--- config.mk ---
export PLATFORM = sky130hd
export DESIGN_NAME = chc_bucket_mod
export DESIGN_NICKNAME = d
export VERILOG_FILES = /design/src/rtl/callsign_hash_cache_defines.svh /design/src/rtl/chc_pkg.sv /design/src/rtl/chc_bucket_mod.sv
export SDC_FILE = /design/constraint.sdc
export NUM_CORES = 1
export LEC_CHECK = 0
export BUFFER_PORTS_ARGS = -buffer_cell sky130_fd_sc_hd__buf_2
export CORE_MARGIN = 2
export CORE_UTILIZATION = 41
export DETAILED_ROUTE_END_ITERATION = 10
export GPL_ROUTABILITY_DRIVEN = 0
export PLACE_DENSITY = 0.71
export REMOVE_ABC_BUFFERS = 1
export SYNTH_ARGS = -nofsm -noshare
export SYNTH_HDL_FRONTEND = slang
export SYNTH_SLANG_ARGS = --single-unit
--- constraint.sdc ---
create_clock -name clk -period 0.95 [get_ports clk]
set_input_delay 0.19 -clock clk [delete_from_list [all_inputs] [get_ports clk]]
set_output_delay 0.19 -clock clk [all_outputs]
set_load 0.1 [all_outputs]
--- src/rtl/callsign_hash_cache_defines.svh ---
// assertion macros shared by the callsign hash cache rtl
`ifndef CALLSIGN_HASH_CACHE_DEFINES_SVH
`define CALLSIGN_HASH_CACHE_DEFINES_SVH

// same-cycle implication, disabled while reset is low
`define CHC_ASSERT_IMPL(label, clk, rst_n, ante, cons, msg) \
  label: assert property (@(posedge clk) disable iff (!rst_n) (ante) |-> (cons)) \
    else $error(msg);

// next-cycle implication, disabled while reset is low
`define CHC_ASSERT_NEXT(label, clk, rst_n, ante, cons, msg) \
  label: assert property (@(posedge clk) disable iff (!rst_n) (ante) |=> (cons)) \
    else $error(msg);

`endif

--- src/rtl/chc_pkg.sv ---
// types, codes and helpers of the callsign hash cache
package chc_pkg;

  localparam int HASH_W     = 22;
  localparam int HEAD_W     = 64;
  localparam int TAIL_W     = 24;
  localparam int BUCKET_W   = 10;
  localparam int BUCKET_SH  = 12;
  localparam int DIVIDEND_W = 15;
  localparam int STRIDE     = 23;
  localparam int COUNT_W    = 9;

  // commands
  localparam logic CMD_SAVE   = 1'b0;
  localparam logic CMD_LOOKUP = 1'b1;

  // lookup widths
  localparam logic [1:0] KIND_TEN    = 2'd0;
  localparam logic [1:0] KIND_TWELVE = 2'd1;

  // save status codes
  localparam logic [1:0] ST_INSERTED = 2'd0;
  localparam logic [1:0] ST_PRESENT  = 2'd1;
  localparam logic [1:0] ST_IGNORED  = 2'd2;
  localparam logic [1:0] ST_FULL     = 2'd3;

  localparam logic [7:0] CH_LT = 8'h3C;

  // one table entry as held in the store
  typedef struct packed {
    logic              occ;
    logic [HASH_W-1:0] key;
    logic [HEAD_W-1:0] head;
    logic [TAIL_W-1:0] tail;
  } chc_entry_t;

  // zero every byte that follows the first zero byte of the 11-byte name
  function automatic logic [HEAD_W+TAIL_W-1:0] trim_name(input logic [HEAD_W+TAIL_W-1:0] name);
    logic [HEAD_W+TAIL_W-1:0] res;
    logic                     ended;
    res   = name;
    ended = 1'b0;
    for (int i = 0; i < 11; i++) begin
      if (ended) begin
        res[HEAD_W+TAIL_W-1-8*i -: 8] = 8'h00;
      end else if (name[HEAD_W+TAIL_W-1-8*i -: 8] == 8'h00) begin
        ended = 1'b1;
      end
    end
    return res;
  endfunction

endpackage

--- src/rtl/chc_bucket_mod.sv ---
// remainder of the probe start by the table size, by reciprocal multiplication
module chc_bucket_mod #(
  parameter int ENTRIES = 256
) (
  input  logic                                clk,
  input  logic                                rst_n,
  input  logic                                start,
  input  logic [chc_pkg::DIVIDEND_W-1:0]      dividend,
  output logic                                done,
  output logic [$clog2(ENTRIES)-1:0]          rem
);
  import chc_pkg::*;

  localparam int IW  = $clog2(ENTRIES);
  localparam int PW  = 2 * DIVIDEND_W + 1;
  localparam int RSH = DIVIDEND_W + IW;
  // ceiling of 2^RSH over the table size, exact quotient for any 15-bit dividend
  localparam longint RECIP_L =
    ((longint'(1) << RSH) + longint'(ENTRIES) - longint'(1)) / longint'(ENTRIES);
  localparam logic [DIVIDEND_W:0]   RECIP   = (DIVIDEND_W+1)'(RECIP_L);
  localparam logic [DIVIDEND_W-1:0] DIVISOR = DIVIDEND_W'(ENTRIES);

  logic [PW-1:0]         prod;
  logic [DIVIDEND_W-1:0] quot_r;
  logic [DIVIDEND_W-1:0] dvd_r;
  logic                  stage_r;
  logic                  done_r;
  logic [IW-1:0]         rem_r;

  // quotient by multiplying with the reciprocal
  assign prod = PW'(dividend) * PW'(RECIP);

  // two-step pipeline control
  always_ff @(posedge clk) begin
    if (!rst_n) begin
      stage_r <= 1'b0;
      done_r  <= 1'b0;
    end else begin
      stage_r <= start;
      done_r  <= stage_r;
    end
  end

  // first step keeps the quotient, second step forms the remainder
  always_ff @(posedge clk) begin
    if (start) begin
      quot_r <= DIVIDEND_W'(prod >> RSH);
      dvd_r  <= dividend;
    end
    if (stage_r) begin
      rem_r <= IW'(dvd_r - quot_r * DIVISOR);
    end
  end

  assign done = done_r;
  assign rem  = rem_r;

endmodule

After elaboration in Yosys (flattened, before gate mapping)
Cells that the tools add are included.
{ "word_totals": {"reg_bits": 18, "latchBits": 0, "mem_bits_rw": 0, "mem_bits_ro": 0, "input_bits": 18, "output_inout_bits": 9, "elab_cells": 5, "n_memories": 0} }
{ "classes": {"addsub": 1, "n_mul": 0, "n_div": 0, "n_lt_le_gt_ge": 0, "n_eq_ne": 0, "n_shift": 0, "mux": 0, "bitwise": 0, "reduce_logical": 0} }
{ "op_table": {"columns": ["op", "n"], "rows": [
  ["subtractor 8 x 1 -> 8 bit (second input constant)", 1]
]} }

Longest topological paths before layout
Gate-level depths: netlist of run 1.
{ "depth": {"word_depth": 1, "ltp_mapped": 1, "depth_no_buf": 1} }

Worst setup path before layout of run 1
No wires, ideal clock.
{ "synth_timing": {"path_type": "register to output", "start": "register done_r, in the netlist done", "end": "output port done", "arrival_ps": 909, "t_required_ps": 760, "setup_slack_ps": -149, "stages_incl_launch_ff": 1, "path_buffers": 0, "cell_sequence": "dfxtp_1"} }
{ "synth_rtl": {"columns": ["element", "line", "text"], "rows": [
  ["from (decl)", "chc_bucket_mod.sv:27", "logic done_r;"],
  ["from (signal assigned)", "chc_bucket_mod.sv:40", "done_r <= stage_r;"],
  ["to (decl)", "chc_bucket_mod.sv:9", "output logic done,"]
]} }
No word-level cell between the ends.

Worst setup path in the final report of run 1
{ "layout_timing": {"start": "register rem_r[0], in the netlist rem[0]", "end": "output port rem[0]"} }
{ "layout_rtl": {"columns": ["element", "line", "text"], "rows": [
  ["from (decl)", "chc_bucket_mod.sv:28", "logic [IW-1:0] rem_r;"],
  ["from (signal assigned)", "chc_bucket_mod.sv:51", "rem_r <= IW'(dvd_r - quot_r * DIVISOR);"],
  ["to (decl)", "chc_bucket_mod.sv:10", "output logic [$clog2(ENTRIES)-1:0] rem"]
]} }
No word-level cell between the ends.

==> results of run 1 <==
-- report_power, final --
group | internal (mW) | switching [mW] | leakage, nW
sequential | 0.928 | 0.0340 | 0.170
combinational | 0.114 | 0.214 | 0.128
clock | 0.233 | 0.211 | 0.0210
-- worst min-delay path by stage --
| stage | from | end |
|---|---|---|
| 3_3_place_gp | dividend[4] | dvd_r[4] |
| 2_1_floorplan | dividend[0] | dvd_r[0] |
| 5_1_grt | dividend[3] | dvd_r[3] |
| 4_1_cts | dividend[7] | dvd_r[7] |
| 3_5_place_dp | dividend[7] | dvd_r[7] |
| 6_report | dividend[3] | dvd_r[3] |
-- layer usage --
layer	GRT usage, %	up-vias	routed length [um]
met3	3.333	4	59
met4	15.52	0	25
met1	10.19	114	191
met2	20.56	19	374
met5	0	-	0
li1	-	121	-
-- flip-flops by register name, summed over array words and instances (netlist names) --
name     flops
dvd_r        8
rem          8
done         1
stage_r      1
-- cell usage after synthesis (all sizes together) --
cell and number:
edfxtp 16, and2 2, dfxtp 2
-- cells by family (layout without fill, tap and decap cells) --
group | count (synthesis) | in the layout
buffers and inverters | 0 | 23
flip-flops | 18 | 18
AND/OR/NAND/NOR | 2 | 2
-- layout make-up --
type | instances | share of cell area [%]
tap | 14 | 2.141
clock buffer | 4 | 4.434
sequential | 18 | 63.76
multi-input combinational | 2 | 1.529
timing repair buffer | 19 | 28.13
-- repair_timing --
action / in CTS / in global routing
buffers inserted: 0 / 0
resized for setup: 1 / 0
setup endpoints to repair: 9 / 9
endpoints found under the hold margin: 0 / 0
==> results_dict.tcl, run 1 <==
set metrics [dict create \
    path_clk_slew_ns 0.09 \
    status "finished, violations left" \
    nFillCells 59 \
    critPathLaunchType "flop" \
    fp.coreArea_sq_um 1156 \
    final_common_cell "edfxtp_1" \
    cts.path.max_buffers 2 \
    ys_types 3 \
    clock_skew_ns 0.003353 \
    p_total_mw 1.734 \
    syn2layout_area_growth_pct 53.52 \
    clock-sinks 18 \
    port_buffers 19 \
    slowest_stage "edfxtp_1" \
    final_util_pct 70.78 \
    drive_gt1_share_pct 55.81 \
    die_x_um 40.06 \
    tritoncts.num_buffers 3 \
    worstReg2RegEnd "rem[1]" \
    synth_largest_area_cell "edfxtp_1" \
    place_area_sq_um 780.7 \
    setup_viol 9 \
    worstMarginPinSlew_ns 0.3339 \
    multiInputGateArea_sq_um 12.51 \
    relSlewSlack_pct 77.71 \
    ys_ff_latch 18 \
    synth-simple-area-share_pct 2.347 \
    regToRegSetupSlack_ns 0.10 \
    max_stage_delay_ns 0.43 \
    synth_top_family_by_area "simple AND/OR/NAND/NOR gates" \
    max_cap_violations 0 \
    first_pass_iters 3 \
    worst-path-buf-inv 1 \
    gr-total-overflow 0 \
    r2r_cells 0 \
    dieHeight_um 40.06 \
    drt-total-wl_um 650 \
    drc 0 \
    synth_area_leaders "edfxtp_1 90%, dfxtp_1 7.5%, and2_1 2.3%" \
    fp-row-count 12 \
    root_buffer "clkbuf_4" \
    timing.setup.tns_ns -1.129 \
    vias 258 \
    period_needed_ns 1.094 \
    crit_required_ns 0.76 \
    layout_common_cells "16 x edfxtp_1, 10 x buf_2, 9 x buf_12" \
    hp-class "primary input to flop" \
    end_kind "output port" \
    nets 62 \
    antenna_found_initial 0 \
    whs_path_depth 1 \
    crit_type "flop to output port" \
    rsz0062_at_grt "yes" \
    clock_latency_ns 0.28 \
    power_density_nw_per_um2 2119 \
    grt_pass1_vias 248 \
    startpoint "rem[0]" \
    hold_viol 0 \
    layoutNonFillerInstCount 57 \
    ys_warn_count 0 \
    hold_ws_ns 0.07309 \
    worstPathCellList "buf_12" \
    arrival_ns 0.90 \
    slew_violations 0 \
    muxShareOfSynthArea_pct 0 \
    diodes 0 \
    io_pins 27 \
    synth_xor_area_share_pct 0 \
    avgSynthCellArea_sq_um 26.65 \
    sequential_cell_area_sq_um 521.8 \
    setup_ws_ns -0.1440 \
    ys_seq_area_share_pct 97.65 \
    finalCritPeriodShare_pct 115.2 \
    crit_fanout 1 \
    htree_levels 1 \
    drtIter0Drc 5 \
    irDropWorstVdd_v 0.001113 \
    via_per_inst 4.526 \
    place_ws_ns 0.1101 \
    cts_tree "done" \
    path_depth 1 \
    synth_top_area_share_pct 90.14 \
    leakage_nw 0.3198 \
    syn_inst 20 \
    cp_top_family "flip-flops" \
    drt-wirelength-per-cell_um 11.40 \
    grtUsageTotal_pct 12.24 \
    cts_hold_buf 0 \
    failed_checks "negative setup slack" \
    crit_path_end "rem[0]" \
    antenna_left 0 \
    fmax_mhz 914.1 \
    place_inst 53 \
    grt_pass1_wl_um 1083 \
    netlist_area_sq_um 533.0 \
    dieArea_sq_um 1604 \
    start_util_pct 46.10 \
    r2r-start "stage_r" \
    fin_area_sq_um 818.3 \
    synth_compound_area_share_pct 0 \
    grt_max_degree 11 \
    synthAdderAreaFrac_pct 0 \
]
Power figures use the tool's default switching activity.
==> run 2, diff against run 1 <==
--- a/config.mk
+++ b/config.mk
@@ -7,8 +7,8 @@
 export LEC_CHECK = 0
-export BUFFER_PORTS_ARGS = -buffer_cell sky130_fd_sc_hd__buf_2
 export CORE_MARGIN = 2
-export CORE_UTILIZATION = 41
+export CORE_UTILIZATION = 35
 export DETAILED_ROUTE_END_ITERATION = 10
+export DONT_BUFFER_PORTS = 1
 export GPL_ROUTABILITY_DRIVEN = 0
-export PLACE_DENSITY = 0.71
+export PLACE_DENSITY = 0.47
 export REMOVE_ABC_BUFFERS = 1
--- a/constraint.sdc
+++ b/constraint.sdc
@@ -3,2 +3,2 @@
 set_output_delay 0.19 -clock clk [all_outputs]
-set_load 0.1 [all_outputs]
+set_load 0.01 [all_outputs]
==> run 2 against run 1 <==
  * The run now ends clean
  * Non-clock buffer count fell by 11
  * Fmax rose by 20%
  * Worst setup slack improved by 0.18 ns
  * First-iteration DRC count fell by 20%
  * Cell count fell by 16%
  * Clock power barely moved
  * Largest power group unchanged
  * Highest routed layer unchanged
==> results_dict.tcl, run 2 (synthesis gave the netlist of run 1 again) <==
set metrics [dict create \
    drc 0 \
    max_cap_violations 0 \
    hp-class "primary input to flop" \
    dr_wl_met3_um 91 \
    layout_common_cells "16 x edfxtp_1, 8 x dlygate4sd3_1, 3 x clkbuf_4" \
    antenna_left 0 \
    cts_hold_buf 8 \
    rsz0062_at_grt "no" \
    syn2layout_area_growth_pct 25.59 \
    fp-row-count 14 \
    cts.path.max_buffers 2 \
    first_pass_iters 2 \
    top_layer_used "met4" \
    drt-wirelength-per-cell_um 12.88 \
    crit_fanout 1 \
    antenna_found_initial 0 \
    path_clk_slew_ns 0.09 \
    period_needed_ns 0.9149 \
    drtIter0Drc 4 \
    critPathLaunchType "flop" \
    start_util_pct 36.22 \
    root_buffer "clkbuf_4" \
    htree_levels 1 \
    setup_viol 0 \
    timing.setup.tns_ns 0 \
    clock-sinks 18 \
    final_common_cell "edfxtp_1" \
    crit_required_ns 0.76 \
    leakage_nw 0.2298 \
    slew_violations 0 \
    clock_skew_ns 0.0009018 \
    grt_pass1_wl_um 1000 \
    via_per_inst 4.583 \
    final_util_pct 45.49 \
    fmax_mhz 1093 \
    dieArea_sq_um 1851 \
    postCtsSetupBuffers 0 \
    dr_wl_met2_um 290 \
    worstMarginPinSlew_ns 0.3503 \
    gr-total-overflow 0 \
    irDropWorstVdd_v 0.0008803 \
    clock_latency_ns 0.28 \
    drt-total-wl_um 618 \
    grt_max_degree 11 \
    tritoncts.num_buffers 3 \
    relSlewSlack_pct 76.61 \
    io_pins 27 \
    cts_resized 0 \
    grtUsageTotal_pct 8.394 \
    arrival_ns 0.72 \
    cts_tree "done" \
    port_buffers 0 \
    power_density_nw_per_um2 2147 \
    dieHeight_um 43.03 \
    end_kind "output port" \
    vias 220 \
    nets 51 \
    hold_viol 0 \
    met1_length_um 228 \
    die_x_um 43.03 \
    grt_pass1_vias 233 \
    diodes 0 \
    drive_gt1_share_pct 12.50 \
    finalCritPeriodShare_pct 96.30 \
    fp.coreArea_sq_um 1471 \
    status "finished, final reports clean" \
    crit_type "flop to output port" \
]
-- run 2: changes by cell type in the layout (fill, tap and decap cells not counted), sizes merged --
cell,before,now
dlygate4sd3,0,8
buf,19,0
-- run 2: area by class of cell --
class / count / area, sq um
multi-input cells: 2 / 12.51
repair buffers: 8 / 80.08
fillers: 137 / 802.0
well taps: 16 / 20.02
clock buffers: 4 / 36.28
flip-flops and latches: 18 / 520.5
-- run 2: power breakdown --
part	total (mW)	leakage, nW	switching [mW]	internal [mW]
Sequential	0.963	0.170	0.0350	0.928
Combinational	0.0282	0.0389	0.00468	0.0236
Clock	0.446	0.0210	0.213	0.233
Total	1.44	0.230	0.252	1.18
-- run 2: worst paths after layout --
path	endpoint	cells after the start	slack, ns	startpoint
worst min-delay path	dvd_r[2]	0	0.009	start
worst max-delay path	rem[1]	0	0.04	rem[1]
worst max register to register	rem[4]	0	0.09	stage_r
worst min register to register	rem[0]	0	0.43	dvd_r[0]
-- run 2: per-stage QoR --
stage / total power [mW] / instances / worst slack [ns] / instance area, sq um / hold slack, ns
2_1_floorplan: 0.9775 / 20 / 0.1661 / 533.0 / 0.2889
3_3_place_gp: 0.9848 / 36 / 0.1031 / 553.0 / 0.2889
3_5_place_dp: 0.9868 / 36 / 0.07510 / 553.0 / 0.2889
4_1_cts: 1.462 / 48 / 0.01202 / 669.4 / -0.007240
5_1_grt: 1.497 / 48 / 0.0005942 / 669.4 / -0.01481
6_report: 1.437 / 48 / 0.03513 / 669.4 / 0.009254
-- run 2: routing by layer --
metal | global-route usage [%] | vias to the layer above
met3 | 5.532 | 2
met2 | 10.61 | 16
li1 | - | 100
met1 | 7.759 | 102
met5 | 0 | -
met4 | 10.91 | 0
==> run 3, diff against run 2 <==
Settings changed: CELL_PAD_IN_SITES_DETAIL_PLACEMENT set to 1, CELL_PAD_IN_SITES_GLOBAL_PLACEMENT set to 2, PLACE_DENSITY 0.47 to 0.63.
==> run 3 against run 2 <==
  * Sequential share of layout area increased by 1.2 points
  * Routed wire length is 30% higher
  * Largest power group unchanged
  * Clock skew rose by 0.0025 ns
  * Clock power fell by 17%
  * Flip-flop and latch count did not move
  * First-iteration DRC count down 50%
  * Register-to-register slack worse by 0.04 ns
  * Largest cell class unchanged
  * Cell count did not move
  * Cell area is 1.5% lower
==> results_dict.tcl, run 3 (synthesis gave the netlist of run 1 again) <==
set metrics [dict create \
    nets 51 \
    sequential_cell_area_sq_um 520.5 \
    fmax_mhz 1102 \
    drtIter0Drc 2 \
    power_density_nw_per_um2 2070 \
    crit_type "flop to output port" \
    irDropWorstVdd_v 0.0008937 \
    drt-total-wl_um 802 \
    root_buffer "clkbuf_4" \
    place_area_sq_um 553.0 \
    grt_max_degree 11 \
    drive_gt1_share_pct 9.375 \
    drt-wirelength-per-cell_um 16.71 \
    fp.coreArea_sq_um 1471 \
    io_pins 27 \
    crit_required_ns 0.76 \
    first_pass_iters 2 \
    htree_levels 1 \
    relSlewSlack_pct 74.40 \
    worstMarginPinSlew_ns 0.3835 \
    hold_viol 0 \
    finalCritPeriodShare_pct 95.55 \
    cts_hold_buf 8 \
    leakage_nw 0.2238 \
    critPathLaunchType "flop" \
    layout_common_cells "16 x edfxtp_1, 8 x dlygate4sd3_1, 3 x clkbuf_4" \
    arrival_ns 0.72 \
    gr-total-overflow 0 \
    diodes 0 \
    multiInputGateArea_sq_um 12.51 \
    port_buffers 0 \
    drc 0 \
    cts_resized 0 \
    nFillCells 152 \
    path_clk_slew_ns 0.09 \
    slew_violations 0 \
    fp-row-count 14 \
    period_needed_ns 0.9077 \
    setup_viol 0 \
    crit_fanout 1 \
    cts_tree "done" \
    hp-class "primary input to flop" \
    dieHeight_um 43.03 \
    status "finished, final reports clean" \
    clock_latency_ns 0.28 \
    via_per_inst 4.667 \
    final_common_cell "edfxtp_1" \
    end_kind "output port" \
    grt_pass1_wl_um 1173 \
    clock-sinks 18 \
    max_cap_violations 0 \
    grtUsageTotal_pct 9.189 \
    vias 224 \
    antenna_left 0 \
    final_util_pct 44.81 \
    fin_area_sq_um 659.4 \
    antenna_found_initial 0 \
    die_x_um 43.03 \
    dieArea_sq_um 1851 \
    syn2layout_area_growth_pct 23.71 \
    cts.path.max_buffers 2 \
    tritoncts.num_buffers 3 \
    start_util_pct 36.22 \
    rsz0062_at_grt "yes" \
    clock_skew_ns 0.003367 \
    grt_pass1_vias 244 \
]
[run 3: changes by cell type in the layout (fill, tap and decap cells not counted)]
cell / previous run / this run
clkbuf_1: 0 / 1
clkbuf_8: 1 / 0
[run 3: final timing paths]
| path | cells after the start | startpoint | slack [ns] | end |
|---|---|---|---|---|
| max | 0 | rem[3] | 0.04 | rem[3] |
| min | 0 | start | 0.01 | dvd_r[5] |
| max reg2reg | 0 | stage_r | 0.05 | rem[1] |
| min reg2reg | 0 | dvd_r[5] | 0.43 | rem[5] |
[run 3: final cells by class]
cell class                      instances  share of cell area [%]
Clock buffer                            4                   3.985
Sequential cell                        18                   78.94
Timing Repair Buffer                    8                   12.14
Multi-Input combinational cell          2                   1.898
Tap cell                               16                   3.036
[run 3: report_power, final]
part	total (mW)	switching (mW)	internal, mW
Clock	0.369	0.207	0.163
Combinational	0.0299	0.00618	0.0237
Sequential	0.965	0.0374	0.928
[run 3: through the flow]
stage | hold slack, ns | instances | setup TNS, ns | worst slack [ns] | power, mW
after global routing | -0.01493 | 48 | -0.0005420 | -0.0005420 | 1.424
after detailed placement | 0.2889 | 36 | 0 | 0.05922 | 0.9889
after CTS | 0.008377 | 48 | 0 | 0.03105 | 1.374
after global placement | 0.2889 | 36 | 0 | 0.1090 | 0.9835
after floorplan | 0.2889 | 20 | 0 | 0.1661 | 0.9775
final | 0.01452 | 48 | 0 | 0.04227 | 1.365
[run 3: repair_timing]
action,CTS,global route
buffers inserted,0,0
endpoints found under the hold margin,8,8
setup endpoints to repair,0,1
[run 3: layer usage]
| metal | track usage (%) | vias up | routed length (um) |
|---|---|---|---|
| li1 | - | 101 | - |
| met1 | 10.00 | 112 | 328 |
| met2 | 14.85 | 11 | 428 |
| met3 | 3.830 | 0 | 45 |
| met4 | 5.455 | 0 | 0 |
| met5 | 0 | - | 0 |
